$ cat config.mk
export PLATFORM = sky130hd
export DESIGN_NAME = tlps_queue
export DESIGN_NICKNAME = d
export VERILOG_FILES = /design/src/rtl/core/tlps_pkg.sv /design/src/rtl/core/tlps_queue.sv
export SDC_FILE = /design/constraint.sdc
export NUM_CORES = 1
export LEC_CHECK = 0
export ABC_CLOCK_PERIOD_IN_PS = 5200
export BUFFER_PORTS_ARGS = -buffer_cell sky130_fd_sc_hd__buf_2
export CORE_ASPECT_RATIO = 0.7
export CORE_MARGIN = 2
export CORE_UTILIZATION = 47
export DETAILED_ROUTE_END_ITERATION = 8
export MAX_ROUTING_LAYER = met4
export PLACE_DENSITY = 0.78
export SLEW_MARGIN = 20
export SYNTH_ARGS = -nofsm -noshare
export SYNTH_HDL_FRONTEND = slang
export SYNTH_SLANG_ARGS = --single-unit
$ cat constraint.sdc
create_clock -name i_clk -period 5.2 [get_ports i_clk]
set_input_delay 0.52 -clock i_clk [delete_from_list [all_inputs] [get_ports i_clk]]
set_output_delay 0.52 -clock i_clk [all_outputs]
set_load 0.05 [all_outputs]
$ cat src/rtl/core/tlps_pkg.sv
// Shared types, codes and default sizes for the two-level page span map.
`default_nettype none

package tlps_pkg;

    localparam int DEF_LOW_INDEX_BITS  = 10;
    localparam int DEF_HIGH_INDEX_BITS = 10;
    localparam int DEF_SPAN_ID_BITS    = 16;
    localparam int DEF_LEAF_POOL_SIZE  = 16;

    localparam int KEY_BITS        = 32;
    localparam int SPAN_FIELD_BITS = 16;
    localparam int LENGTH_BITS     = 32;

    // Commands waiting between the front and the back; a power of two.
    localparam int QUEUE_DEPTH = 2;

    typedef enum logic [1:0] {
        OP_LOOKUP_STRICT  = 2'd0,
        OP_LOOKUP_LENIENT = 2'd1,
        OP_STORE          = 2'd2,
        OP_PREALLOC       = 2'd3
    } t_op;

    typedef enum logic [1:0] {
        ST_OK        = 2'd0,
        ST_RANGE     = 2'd1,
        ST_MISSING   = 2'd2,
        ST_EXHAUSTED = 2'd3
    } t_status;

    typedef struct packed {
        t_op                        operation;
        logic [KEY_BITS-1:0]        page_key;
        logic [SPAN_FIELD_BITS-1:0] span_value;
        logic [LENGTH_BITS-1:0]     range_length;
    } t_in_item;

    typedef struct packed {
        logic [SPAN_FIELD_BITS-1:0] span_found;
        t_status                    status;
    } t_out_item;

    typedef enum logic [1:0] {
        KIND_LOOKUP = 2'd0,
        KIND_STORE  = 2'd1,
        KIND_WALK   = 2'd2,
        KIND_REPLY  = 2'd3
    } t_kind;

    // A classified operation as it travels through the queue.
    typedef struct packed {
        t_kind                      kind;
        logic                       strict;
        t_status                    reply;
        logic [KEY_BITS-1:0]        key;
        logic [SPAN_FIELD_BITS-1:0] value;
        logic [KEY_BITS:0]          walk_end;
    } t_cmd;

    typedef enum logic [2:0] {
        BK_CLEAR  = 3'd0,
        BK_IDLE   = 3'd1,
        BK_ROOT   = 3'd2,
        BK_DATA   = 3'd3,
        BK_WALK   = 3'd4,
        BK_FINISH = 3'd5
    } t_back_state;

endpackage

`default_nettype wire

$ cat src/rtl/core/tlps_queue.sv
// Short command queue that decouples the front end from the table engine.
`default_nettype none

module tlps_queue (
    input  wire                  i_clk,
    input  wire                  i_rst_n,
    input  wire                  i_push,
    input  wire  tlps_pkg::t_cmd i_cmd,
    output logic                 o_full,
    input  wire                  i_pop,
    output logic                 o_head_valid,
    output tlps_pkg::t_cmd       o_head
);
    import tlps_pkg::*;

    localparam int PtrW = (QUEUE_DEPTH > 1) ? $clog2(QUEUE_DEPTH) : 1;

    t_cmd            r_slots [QUEUE_DEPTH];
    logic [PtrW-1:0] r_wr_ptr;
    logic [PtrW-1:0] n_wr_ptr;
    logic [PtrW-1:0] r_rd_ptr;
    logic [PtrW-1:0] n_rd_ptr;
    logic [PtrW:0]   r_count;
    logic [PtrW:0]   n_count;

    assign o_full       = (r_count == (PtrW+1)'(QUEUE_DEPTH));
    assign o_head_valid = (r_count != '0);
    assign o_head       = r_slots[r_rd_ptr];

    always_comb begin
        n_wr_ptr = i_push ? r_wr_ptr + 1'b1 : r_wr_ptr;
        n_rd_ptr = i_pop ? r_rd_ptr + 1'b1 : r_rd_ptr;
        n_count  = r_count + (PtrW+1)'(i_push) - (PtrW+1)'(i_pop);
    end

    always_ff @(posedge i_clk) begin
        if (!i_rst_n) begin
            r_wr_ptr <= '0;
            r_rd_ptr <= '0;
            r_count  <= '0;
        end else begin
            r_wr_ptr <= n_wr_ptr;
            r_rd_ptr <= n_rd_ptr;
            r_count  <= n_count;
        end
    end

    always_ff @(posedge i_clk) begin
        if (i_push) begin
            r_slots[r_wr_ptr] <= i_cmd;
        end
    end

endmodule

`default_nettype wire

==> impl_metrics.tcl <==
set metrics [dict create \
    outcome "finished, final reports clean" \
    synth_top_area_share_pct 77.8 \
    synth_top_area_cell "edfxtp_1" \
    rsz0062_at_grt "no" \
    io_pins 178 \
    antenna_found_initial 0 \
    pwr-share-seq_pct 48.2 \
    die_h_um 103 \
    r2r_slack_ns 3.26 \
    port-buffer-count 177 \
    hold_path_class "in2reg" \
    endpoint "o_head[77]" \
    cellLeakagePower_nw 3.21 \
    cp_data_arrival_time_ns 2.56 \
    setup_viol 0 \
    setup.worst_path.end_class "primary output" \
    yosys_warnings 0 \
    synth.avg_cell_area_sq_um 23.0 \
    die_area_sq_um 15100 \
    clk_latency_ns 0.41 \
    cts_tree "built" \
    period_share_pct 59.2 \
    yosysMostFrequentCell "edfxtp_1" \
    clk_pin_slew_ns 0.06 \
    p_sw_share_pct 26.4 \
    hpwl_um 7690 \
    place.gp.congestion 0.744 \
    first_iter_violations 161 \
    async_flop_share_pct 0 \
    drc 0 \
    setup_tns_ns 0 \
    p_per_area_nw_per_um2 424 \
    power_frac_comb_pct 15.7 \
    ys.flop_type "edfxtp_1" \
    antenna_cells 0 \
    grt_pass1_wl_um 17100 \
    synth_seq_area_share_pct 79.3 \
    r2r_cells 2 \
    ctsHoldBuffers 0 \
    worst-setup-path-type "reg2out" \
    final_antenna_net_count 0 \
    cts_num_sinks 177 \
    synth-seq-cells 177 \
    grt_remaining_overflow 0 \
    cap_violations 0 \
    reg2reg_to "r_slots[1][77]" \
    timing.final.max_slew_violations 0 \
    crit_required_ns 4.68 \
    routed_via_density 4.81 \
    drive_gt1_share_pct 61.0 \
    first_global_vias 3278 \
    ys_top_cells_by_count "edfxtp_1, mux2_2, mux2_4" \
    fin_skew_ns 0.00446 \
    grt_max_degree 63 \
    netlist_instances 289 \
    avgRoutedWirePerCell_um 16.9 \
    routed_wl_um 11600 \
    initial_core_util_pct 47.8 \
    core_region_area_sq_um 13900 \
    netlist_area_sq_um 6640 \
    hold_viol 0 \
    grt_use_total_pct 15.9 \
    die_x_um 146 \
    tightestPinTransition_ns 0.938 \
    fillCellCount 1067 \
    crit_path_start_kind "flip-flop" \
    cts_buffers 17 \
    whs_ns 0.287 \
    fmax_mhz 325 \
    cp_max_fo 62 \
    clock_path_buffers 2 \
    post_cts_resize_count 0 \
    slew_headroom_pct 37.5 \
    syn_nets 381 \
    finalNetCount 571 \
    p_switching_w 0.000926 \
    rows 36 \
    firstDrtPassIters 4 \
    synth_area_leaders "edfxtp_1, mux2_4, mux2_2, dfxtp_1, buf_12" \
    period_needed_ns 3.08 \
    htree_levels 4 \
    r2r-start "r_wr_ptr" \
    area_growth_pct 24.6 \
    max-vdd-ir-drop_mv 0.326 \
    pwr-share-clk_pct 36.0 \
    synth_edf_count 172 \
    cts-root-buf "clkbuf_16" \
    synthDistinctLibCells 16 \
    p_int_w 0.00258 \
    post-cts-setup-buffers 0 \
    via_count 3282 \
]
## cells in the final DEF (no fill, tap or decap)
cell type   netlist  routed
and2_4            0       1
clkbuf_16         0      17
bufinv_16         0       3
nor2b_4           0       1
and2_1            4       3
o21a_1            1       1
clkinv_1          0       3
buf_2             4     177
clkinv_4          0       1
dfxtp_4           0       1
xnor3_1           1       1
mux2_4           40      40
nor2b_1           4       3
clkinvlp_4        0       1
edfxtp_1        172     172
dfxtp_1           5       4
inv_1             2       2
inv_6             0       3
xor2_1            1       1
or2_2             1       1
mux2_2           46      46
ha_1              2       2
buf_4             0       4
clkinv_2          0       4
## state kept, by name (all words and copies together) (netlist names), named ones only
name / count
r_slots: 172
r_rd_ptr: 1
r_count: 2
r_wr_ptr: 1
## layout make-up
cell class / instances / area [sq um] / share of cell area [%]
inverter: 2 / 7.51 / 0.0908
clock inverter: 15 / 164 / 1.98
sequential: 177 / 5270 / 63.7
multi-input combinational: 100 / 1250 / 15.1
clock buffer: 17 / 425 / 5.15
timing repair buffer: 181 / 916 / 11.1
tap: 190 / 238 / 2.88
## stage by stage
step | cells | setup slack [ns] | util (%) | instance area (sq um) | total power [W]
2_1_floorplan | 289 | 0.353 | - | 6640 | 0.00216
3_3_place_gp | 650 | 2.59 | 55.3 | 7680 | 0.00226
3_5_place_dp | 650 | 2.55 | 55.3 | 7680 | 0.00228
4_1_cts | 682 | 2.08 | 59.6 | 8270 | 0.00354
5_1_grt | 682 | 2.02 | 59.6 | 8270 | 0.00363
6_report | 682 | 2.12 | 59.6 | 8270 | 0.00350
## metal layers
metal,vias to the layer above,wire [um],global-route usage (%)
met3,12,944,6.05
met4,0,126,6.27
met5,-,0,-
li1,1517,-,-
met1,1607,5150,19.2
met2,146,5330,24.6
## kinds of logic after synthesis
group                      synth area share (%)
adders and majority gates                 0.377
xor gates and xnor gates                  0.471
AOI/OAI and AO/OA                         0.113
muxes                                      16.9
DFF                                        79.3
buffers and inverters                      2.02
and+or+nand+nor                           0.848
## power groups by stage
stage,clock network [W],registers (W),logic (W)
detailed placement,0,0.00172,0.000554
CTS,0.00129,0.00169,0.000556
finish,0.00126,0.00169,0.000551
global route,0.00135,0.00170,0.000576
floorplan,0,0.00170,0.000458
global placement,0,0.00172,0.000545
## worst max-delay path, cell delays in order (launching register included)
cell and delay [ns]:
dfxtp_4 0.96, buf_4 0.52, mux2_2 0.40, buf_2 0.21
## worst min-delay path by stage
| stage | startpoint | to | slack (ns) | depth (start not counted) |
|---|---|---|---|---|
| after global routing | i_cmd[66] | r_slots[1][66] | 0.26 | 1 |
| after floorplan | r_rd_ptr | flip-flop | 0.55 | 2 |
| after CTS | i_cmd[13] | r_slots[1][13] | 0.27 | 1 |
| after detailed placement | r_rd_ptr | r_rd_ptr | 0.57 | 2 |
| after global placement | r_rd_ptr | flip-flop | 0.56 | 2 |
| final | i_cmd[13] | r_slots[0][13] | 0.29 | 1 |
Note: power is estimated with default switching activity, not from simulation.
