### src/rtl/core/tlps_pkg.sv
// Shared types, codes and default sizes for the two-level page span map.
`default_nettype none

package tlps_pkg;

    localparam int DEF_LOW_INDEX_BITS  = 10;
    localparam int DEF_HIGH_INDEX_BITS = 10;
    localparam int DEF_SPAN_ID_BITS    = 16;
    localparam int DEF_LEAF_POOL_SIZE  = 16;

    localparam int KEY_BITS        = 32;
    localparam int SPAN_FIELD_BITS = 16;
    localparam int LENGTH_BITS     = 32;

    // Commands waiting between the front and the back; a power of two.
    localparam int QUEUE_DEPTH = 2;

    typedef enum logic [1:0] {
        OP_LOOKUP_STRICT  = 2'd0,
        OP_LOOKUP_LENIENT = 2'd1,
        OP_STORE          = 2'd2,
        OP_PREALLOC       = 2'd3
    } t_op;

    typedef enum logic [1:0] {
        ST_OK        = 2'd0,
        ST_RANGE     = 2'd1,
        ST_MISSING   = 2'd2,
        ST_EXHAUSTED = 2'd3
    } t_status;

    typedef struct packed {
        t_op                        operation;
        logic [KEY_BITS-1:0]        page_key;
        logic [SPAN_FIELD_BITS-1:0] span_value;
        logic [LENGTH_BITS-1:0]     range_length;
    } t_in_item;

    typedef struct packed {
        logic [SPAN_FIELD_BITS-1:0] span_found;
        t_status                    status;
    } t_out_item;

    typedef enum logic [1:0] {
        KIND_LOOKUP = 2'd0,
        KIND_STORE  = 2'd1,
        KIND_WALK   = 2'd2,
        KIND_REPLY  = 2'd3
    } t_kind;

    // A classified operation as it travels through the queue.
    typedef struct packed {
        t_kind                      kind;
        logic                       strict;
        t_status                    reply;
        logic [KEY_BITS-1:0]        key;
        logic [SPAN_FIELD_BITS-1:0] value;
        logic [KEY_BITS:0]          walk_end;
    } t_cmd;

    typedef enum logic [2:0] {
        BK_CLEAR  = 3'd0,
        BK_IDLE   = 3'd1,
        BK_ROOT   = 3'd2,
        BK_DATA   = 3'd3,
        BK_WALK   = 3'd4,
        BK_FINISH = 3'd5
    } t_back_state;

endpackage

`default_nettype wire

### src/rtl/core/tlps_front.sv
// Front end: decodes an incoming operation and classifies it into a queue command.
`default_nettype none

module tlps_front #(
    parameter int LOW_INDEX_BITS  = tlps_pkg::DEF_LOW_INDEX_BITS,
    parameter int HIGH_INDEX_BITS = tlps_pkg::DEF_HIGH_INDEX_BITS
) (
    input  wire  tlps_pkg::t_in_item i_item,
    output tlps_pkg::t_cmd           o_cmd
);
    import tlps_pkg::*;

    localparam int TotalBits = LOW_INDEX_BITS + HIGH_INDEX_BITS;

    logic [KEY_BITS:0] key_ext;
    logic              out_of_range;

    assign key_ext      = {1'b0, i_item.page_key};
    assign out_of_range = (key_ext >> TotalBits) != '0;

    always_comb begin
        o_cmd          = '0;
        o_cmd.key      = i_item.page_key;
        o_cmd.value    = i_item.span_value;
        o_cmd.walk_end = key_ext + {1'b0, i_item.range_length};
        o_cmd.strict   = (i_item.operation == OP_LOOKUP_STRICT);
        o_cmd.reply    = ST_OK;
        o_cmd.kind     = KIND_REPLY;
        unique case (i_item.operation) inside
            OP_PREALLOC: begin
                // An empty range is answered at once without touching the tables.
                if (i_item.range_length != '0) begin
                    o_cmd.kind = KIND_WALK;
                end
            end
            OP_STORE: begin
                if (out_of_range) begin
                    o_cmd.reply = ST_RANGE;
                end else begin
                    o_cmd.kind = KIND_STORE;
                end
            end
            OP_LOOKUP_STRICT, OP_LOOKUP_LENIENT: begin
                if (out_of_range) begin
                    o_cmd.reply = ST_RANGE;
                end else begin
                    o_cmd.kind = KIND_LOOKUP;
                end
            end
        endcase
    end

endmodule

`default_nettype wire

### config.mk
export PLATFORM = sky130hd
export DESIGN_NAME = tlps_front
export DESIGN_NICKNAME = d
export VERILOG_FILES = /design/src/rtl/core/tlps_pkg.sv /design/src/rtl/core/tlps_front.sv
export SDC_FILE = /design/constraint.sdc
export NUM_CORES = 1
export LEC_CHECK = 0
export BUFFER_PORTS_ARGS = -buffer_cell sky130_fd_sc_hd__buf_2
export CORE_MARGIN = 2
export CORE_UTILIZATION = 43
export DETAILED_ROUTE_END_ITERATION = 16
export PLACE_DENSITY = 0.85
export SLEW_MARGIN = 5
export SYNTH_ARGS = -nofsm -noshare
export SYNTH_HDL_FRONTEND = slang
export SYNTH_SLANG_ARGS = --single-unit
### constraint.sdc
create_clock -name vclk -period 3.2
set_clock_uncertainty 0.2 [all_clocks]
set_input_delay 0.48 -clock vclk [all_inputs]
set_output_delay 0.48 -clock vclk [all_outputs]
set_load 0.02 [all_outputs]
==> flow_summary.json, run 1 <==
{
  "drt_first_pass_iters": 5,
  "layout_setup_ws_ns": -0.03251,
  "min_path_type": "input pin to output port",
  "grt_first_pass_wirelength_mm": 11.14,
  "hold_slack_ns": 0.7600,
  "initial_core_util_pct": 44.73,
  "hold_start": "i_item[39]",
  "fin_nets": 553,
  "coreArea_mm2": 0.005107,
  "grt_overflow_total": 0,
  "critPathMaxStageDelay_ns": 0.37,
  "layout-drive-gt1-share_pct": 45.41,
  "layout-area-overhead-vs-synth_pct": 33.19,
  "path_cells": "buf_8 > ha_4 > fa_2 > a21oi_2 > nand4b_1 > a2111oi_2 > nor3_2 > o211ai_2 > a211oi_2 > xnor2_1 > buf_4",
  "min_to": "o_cmd[40]",
  "vias_per_cell": 5.577,
  "stdcell_count": 506,
  "netlist-cell-type-count": 53,
  "grt_pass1_vias": 2578,
  "leakage_nw": 1.471,
  "crit_path_max_fanout": 3,
  "drt-initial-drc-count": 204,
  "critPathKind": "input pin to output port",
  "postCtsHoldBufs": 0,
  "drv_cap": 0,
  "num-fill-cells": 484,
  "hold_path_depth": 0,
  "syn_area_per_cell_um2": 6.944,
  "drc": 0,
  "startpoint_type": "input pin",
  "wl_per_cell_um": 14.47,
  "die_w_um": 76.89,
  "max-slew-margin-rel_pct": 64.49,
  "ant_nets": 0,
  "rows": 26,
  "power_density_mw_per_mm2": 265.7,
  "ioPinCount": 168,
  "arrival_ns": 2.55,
  "finalCritPeriodShare_pct": 101.0,
  "multi_input_area_mm2": 0.002017,
  "critPathTopFamily": "compound AO/OA/AOI/OAI gates",
  "finalPower_mw": 0.8086,
  "path_buf_inv": 2,
  "finalCriticalPeriod_ns": 3.233,
  "critPathRequiredTime_ns": 2.52,
  "hold_viol_final": 0,
  "regArea_um2": 0,
  "rsz0062_at_grt": "yes",
  "setup_viol": 3,
  "pre_cts_ws_ns": -0.1613,
  "dr_total_vias": 2822,
  "die_area_mm2": 0.005912,
  "ys_seq_area_share_pct": 0,
  "clkbuf_count": 0,
  "status": "finished, violations left",
  "hpwl_mm": 5.972,
  "dp.cells": 501,
  "finalWirelength_mm": 7.322,
  "gp_congestion": 0.8989,
  "violations": "setup timing",
  "grt_max_degree": 10,
  "finalMaxSlewViolations": 0,
  "synth_area_mm2": 0.002285,
  "antenna_cells": 0,
  "fmax_mhz": 309.4,
  "grt_usage_pct": 21.65,
  "worstMarginPinSlew_ns": 0.5270,
  "crit_path_end_kind": "output port",
  "die_height_um": 76.89,
  "peakVddDrop_mv": 0.1239,
  "port_buffers": 135,
  "synthCells": 329,
  "synth_warnings": 0,
  "syn_nets": 444,
  "antenna_found_initial": 0,
  "cpMaxStageDelayCell": "fa_2",
  "seq_cell_count": 0
}
## Yosys cell counts, types with 2 or more instances
| master | n | share of area [%] |
|---|---|---|
| a31oi_1 | 7 | 1.9 |
| nor2b_1 | 4 | 1.1 |
| o21ai_1 | 10 | 2.2 |
| and3_1 | 3 | 0.82 |
| inv_1 | 3 | 0.49 |
| o21a_1 | 5 | 1.6 |
| nor4_1 | 12 | 3.3 |
| a21o_1 | 7 | 2.3 |
| mux2i_1 | 4 | 1.8 |
| a211o_1 | 2 | 0.77 |
| nor2_1 | 25 | 4.1 |
| and2_1 | 2 | 0.55 |
| nand3_1 | 6 | 1.3 |
| nand4b_1 | 2 | 0.77 |
| xnor2_1 | 14 | 5.4 |
| o21ai_0 | 13 | 2.8 |
| and4_1 | 4 | 1.5 |
| a21oi_1 | 27 | 5.9 |
| nand4_1 | 5 | 1.4 |
| clkbuf_1 | 7 | 1.2 |
| nand2_1 | 35 | 5.8 |
| a311oi_1 | 2 | 0.77 |
| nor3_1 | 5 | 1.1 |
| nor3b_1 | 2 | 0.66 |
| o211ai_1 | 2 | 0.66 |
| o31ai_1 | 2 | 0.66 |
| xor2_1 | 13 | 5.0 |
| buf_4 | 49 | 16 |
| a21oi_2 | 2 | 0.77 |
| ha_1 | 32 | 18 |
## report_power, final
part / total, mW / switching, mW / internal (mW)
Clock: 0 / 0 / 0
Sequential: 0 / 0 / 0
Combinational: 0.809 / 0.480 / 0.329
## metrics by stage
step                      util (%)  instance area [um2]  setup TNS, ns
final                        59.58                 3043       -0.05508
after global routing         59.58                 3043        -0.9393
after CTS                    56.91                 2907              0
after detailed placement     55.34                 2826        -0.4043
after global placement       55.34                 2826        -0.2032
after floorplan                  -                 2285              0
## per-layer routing
layer	global-route usage (%)	routed length (um)
met5	0	0
met4	4.909	146
met3	1.765	415
met2	40.53	3621
met1	26.57	3139
## repair_timing
| item | CTS | global route |
|---|---|---|
| endpoints found under the setup margin | 7 | 15 |
| gates resized for setup | 11 | 29 |
| setup buffers | 3 | 2 |
| pin swaps | 9 | 7 |
## layout by cell type (no fill, tap or decap), drive strengths merged, types with 6 or more instances in the layout
| cell type | Yosys | routed |
|---|---|---|
| nand2 | 35 | 35 |
| buf | 49 | 163 |
| a21oi | 29 | 29 |
| a31oi | 7 | 7 |
| ha | 32 | 32 |
| nor2 | 25 | 25 |
| xor2 | 13 | 13 |
| nand3 | 6 | 6 |
| nor4 | 12 | 12 |
| a21o | 7 | 7 |
| nor3 | 6 | 6 |
| o21ai | 24 | 24 |
| xnor2 | 14 | 14 |
## cell type report
cell class	instances	area share [%]
multi-input combinational	269	66.28
timing repair buffer	163	30.35
tap	70	2.878
inverter	4	0.4934
## cell families after synthesis
family / Yosys count / share of synthesized area [%]
compound gates: 94 / 27.16
mux: 4 / 1.753
fa+ha+maj: 33 / 18.40
xor+xnor: 27 / 10.35
other cells: 1 / 0.1641
buf+inv: 60 / 17.91
simple gates: 110 / 24.26
## how the worst max path moves through the flow
| stage | startpoint | endpoint | slack, ns | cells after the start |
|---|---|---|---|---|
| global route | i_item[0] | o_cmd[26] | -0.14 | 11 |
| CTS | i_item[9] | o_cmd[20] | 0.01 | 10 |
| detailed placement | i_item[0] | o_cmd[26] | -0.16 | 11 |
| finish | i_item[48] | o_cmd[26] | -0.03 | 11 |
| global placement | i_item[0] | o_cmd[26] | -0.12 | 11 |
| floorplan | i_item[0] | o_cmd[20] | 0.16 | 9 |
(Power assumes the default switching activity.)
==> run 2: changes to the inputs <==
--- a/config.mk
+++ b/config.mk
@@ -10,6 +10,7 @@
 export CORE_UTILIZATION = 43
 export DETAILED_ROUTE_END_ITERATION = 16
 export PLACE_DENSITY = 0.85
+export REMOVE_ABC_BUFFERS = 1
 export SLEW_MARGIN = 5
 export SYNTH_ARGS = -nofsm -noshare
 export SYNTH_HDL_FRONTEND = slang
==> run 2 against run 1 <==
Net effect: first-iteration DRC count fell by 51%; non-clock buffer count shrank 1; the run still ends with setup timing left; largest power group unchanged; setup slack better by 0.012 ns; critical path depth shrank 1; critical path type unchanged.
==> flow_summary.json, run 2 (synthesis results as in run 1) <==
{
  "antenna_found_initial": 0,
  "antenna_cells": 0,
  "fmax_mhz": 310.5,
  "finalSetupTns_ns": -0.02068,
  "coreArea_mm2": 0.005107,
  "crit_path_frequent_cell": "buf_2",
  "finalCriticalPeriod_ns": 3.221,
  "hold_slack_ns": 0.7602,
  "drv_cap": 0,
  "ioPinCount": 168,
  "finalCritPeriodShare_pct": 100.6,
  "gp_congestion": 0.8900,
  "peakVddDrop_mv": 0.1409,
  "most-common-layout-cells": "buf_2 (126), buf_4 (34), nand2_1 (32)",
  "hold_viol_final": 0,
  "critPathRequiredTime_ns": 2.52,
  "dpl_cell_area_mm2": 0.002834,
  "dp.cells": 502,
  "final_common_cell": "buf_2",
  "drt-initial-drc-count": 99,
  "layout-area-overhead-vs-synth_pct": 32.86,
  "crit_path_end_kind": "output port",
  "grt_pass1_vias": 2492,
  "path_cells": "buf_2 > ha_1 > buf_4 > nand4b_1 > a2111o_1 > nand3b_1 > a31oi_2 > o21bai_1 > xor2_1 > buf_2",
  "leakage_nw": 1.471,
  "rows": 26,
  "violations": "setup timing",
  "drc": 0,
  "power_density_mw_per_mm2": 263.1,
  "finalWirelength_mm": 7.187,
  "wl_per_cell_um": 14.23,
  "dr_total_vias": 2805,
  "grt_usage_pct": 21.91,
  "hpwl_mm": 6.042,
  "startpoint_type": "input pin",
  "initial_core_util_pct": 44.73,
  "vias_per_cell": 5.554,
  "layout_setup_ws_ns": -0.02068,
  "die_area_mm2": 0.005912,
  "fin_nets": 552,
  "cpMaxStageDelayCell": "a2111o_1",
  "drt_first_pass_iters": 4,
  "critPathMaxStageDelay_ns": 0.45,
  "die_height_um": 76.89,
  "clkbuf_count": 0,
  "grt_max_degree": 10,
  "grt_first_pass_wirelength_mm": 11.18,
  "ant_nets": 0,
  "setup_viol": 1,
  "grt_overflow_total": 0,
  "regArea_um2": 0,
  "postCtsHoldBufs": 0,
  "layout-drive-gt1-share_pct": 45.52,
  "num-fill-cells": 480,
  "critPathKind": "input pin to output port",
  "status": "finished, violations left",
  "multi_input_area_mm2": 0.002017,
  "finalInstanceArea_mm2": 0.003035,
  "finalMaxSlewViolations": 0,
  "min_path_type": "input pin to output port",
  "rsz0062_at_grt": "yes",
  "crit_path_max_fanout": 4,
  "stdcell_count": 505,
  "port_buffers": 135,
  "finalPower_mw": 0.7985,
  "arrival_ns": 2.54,
  "seq_cell_count": 0,
  "die_w_um": 76.89
}
run 2: cell type report:
| cell class | instances | area share, % |
|---|---|---|
| multi-input cells | 269 | 66.45 |
| repair buffers | 162 | 30.17 |
| well taps | 70 | 2.885 |
| inverters | 4 | 0.4946 |
run 2: final timing paths:
check             startpoint   endpoint  slack, ns  cells after the start
hold / removal    i_item[32]  o_cmd[33]       0.76                      0
setup / recovery   i_item[4]  o_cmd[19]      -0.02                     10
run 2: power breakdown:
part / total (mW) / switching [mW] / internal [mW]
clock: 0 / 0 / 0
sequential: 0 / 0 / 0
combinational: 0.798 / 0.471 / 0.327
run 2: critical path: cells and delay by family:
kind	cells	cell delay, ns
and+or+nand+nor	2	0.28
adders and majority gates	1	0.34
AOI/OAI and AO/OA	3	0.83
buffers and inverters	3	0.43
xor gates and xnor gates	1	0.18
run 2: what timing repair did:
action                                 CTS  global route
pin swaps                                8             8
endpoints found under the hold margin    0             0
setup endpoints to repair                6            15
resized for setup                       12            29
setup buffers                            3             0
run 2: per-stage QoR:
stage | utilization [%] | setup WS [ns]
global route | 59.43 | -0.1065
detailed placement | 55.49 | -0.1211
floorplan | - | 0.1554
finish | 59.43 | -0.02068
CTS | 57.25 | 0.004693
global placement | 55.49 | -0.1075
run 2: layer usage:
metal	track usage, %	up-vias	routed length [um]
met5	0	-	0
met4	0.1818	0	0
met3	3.529	0	583
met2	40.61	148	3545
met1	28.02	1277	3058
li1	-	1380	-
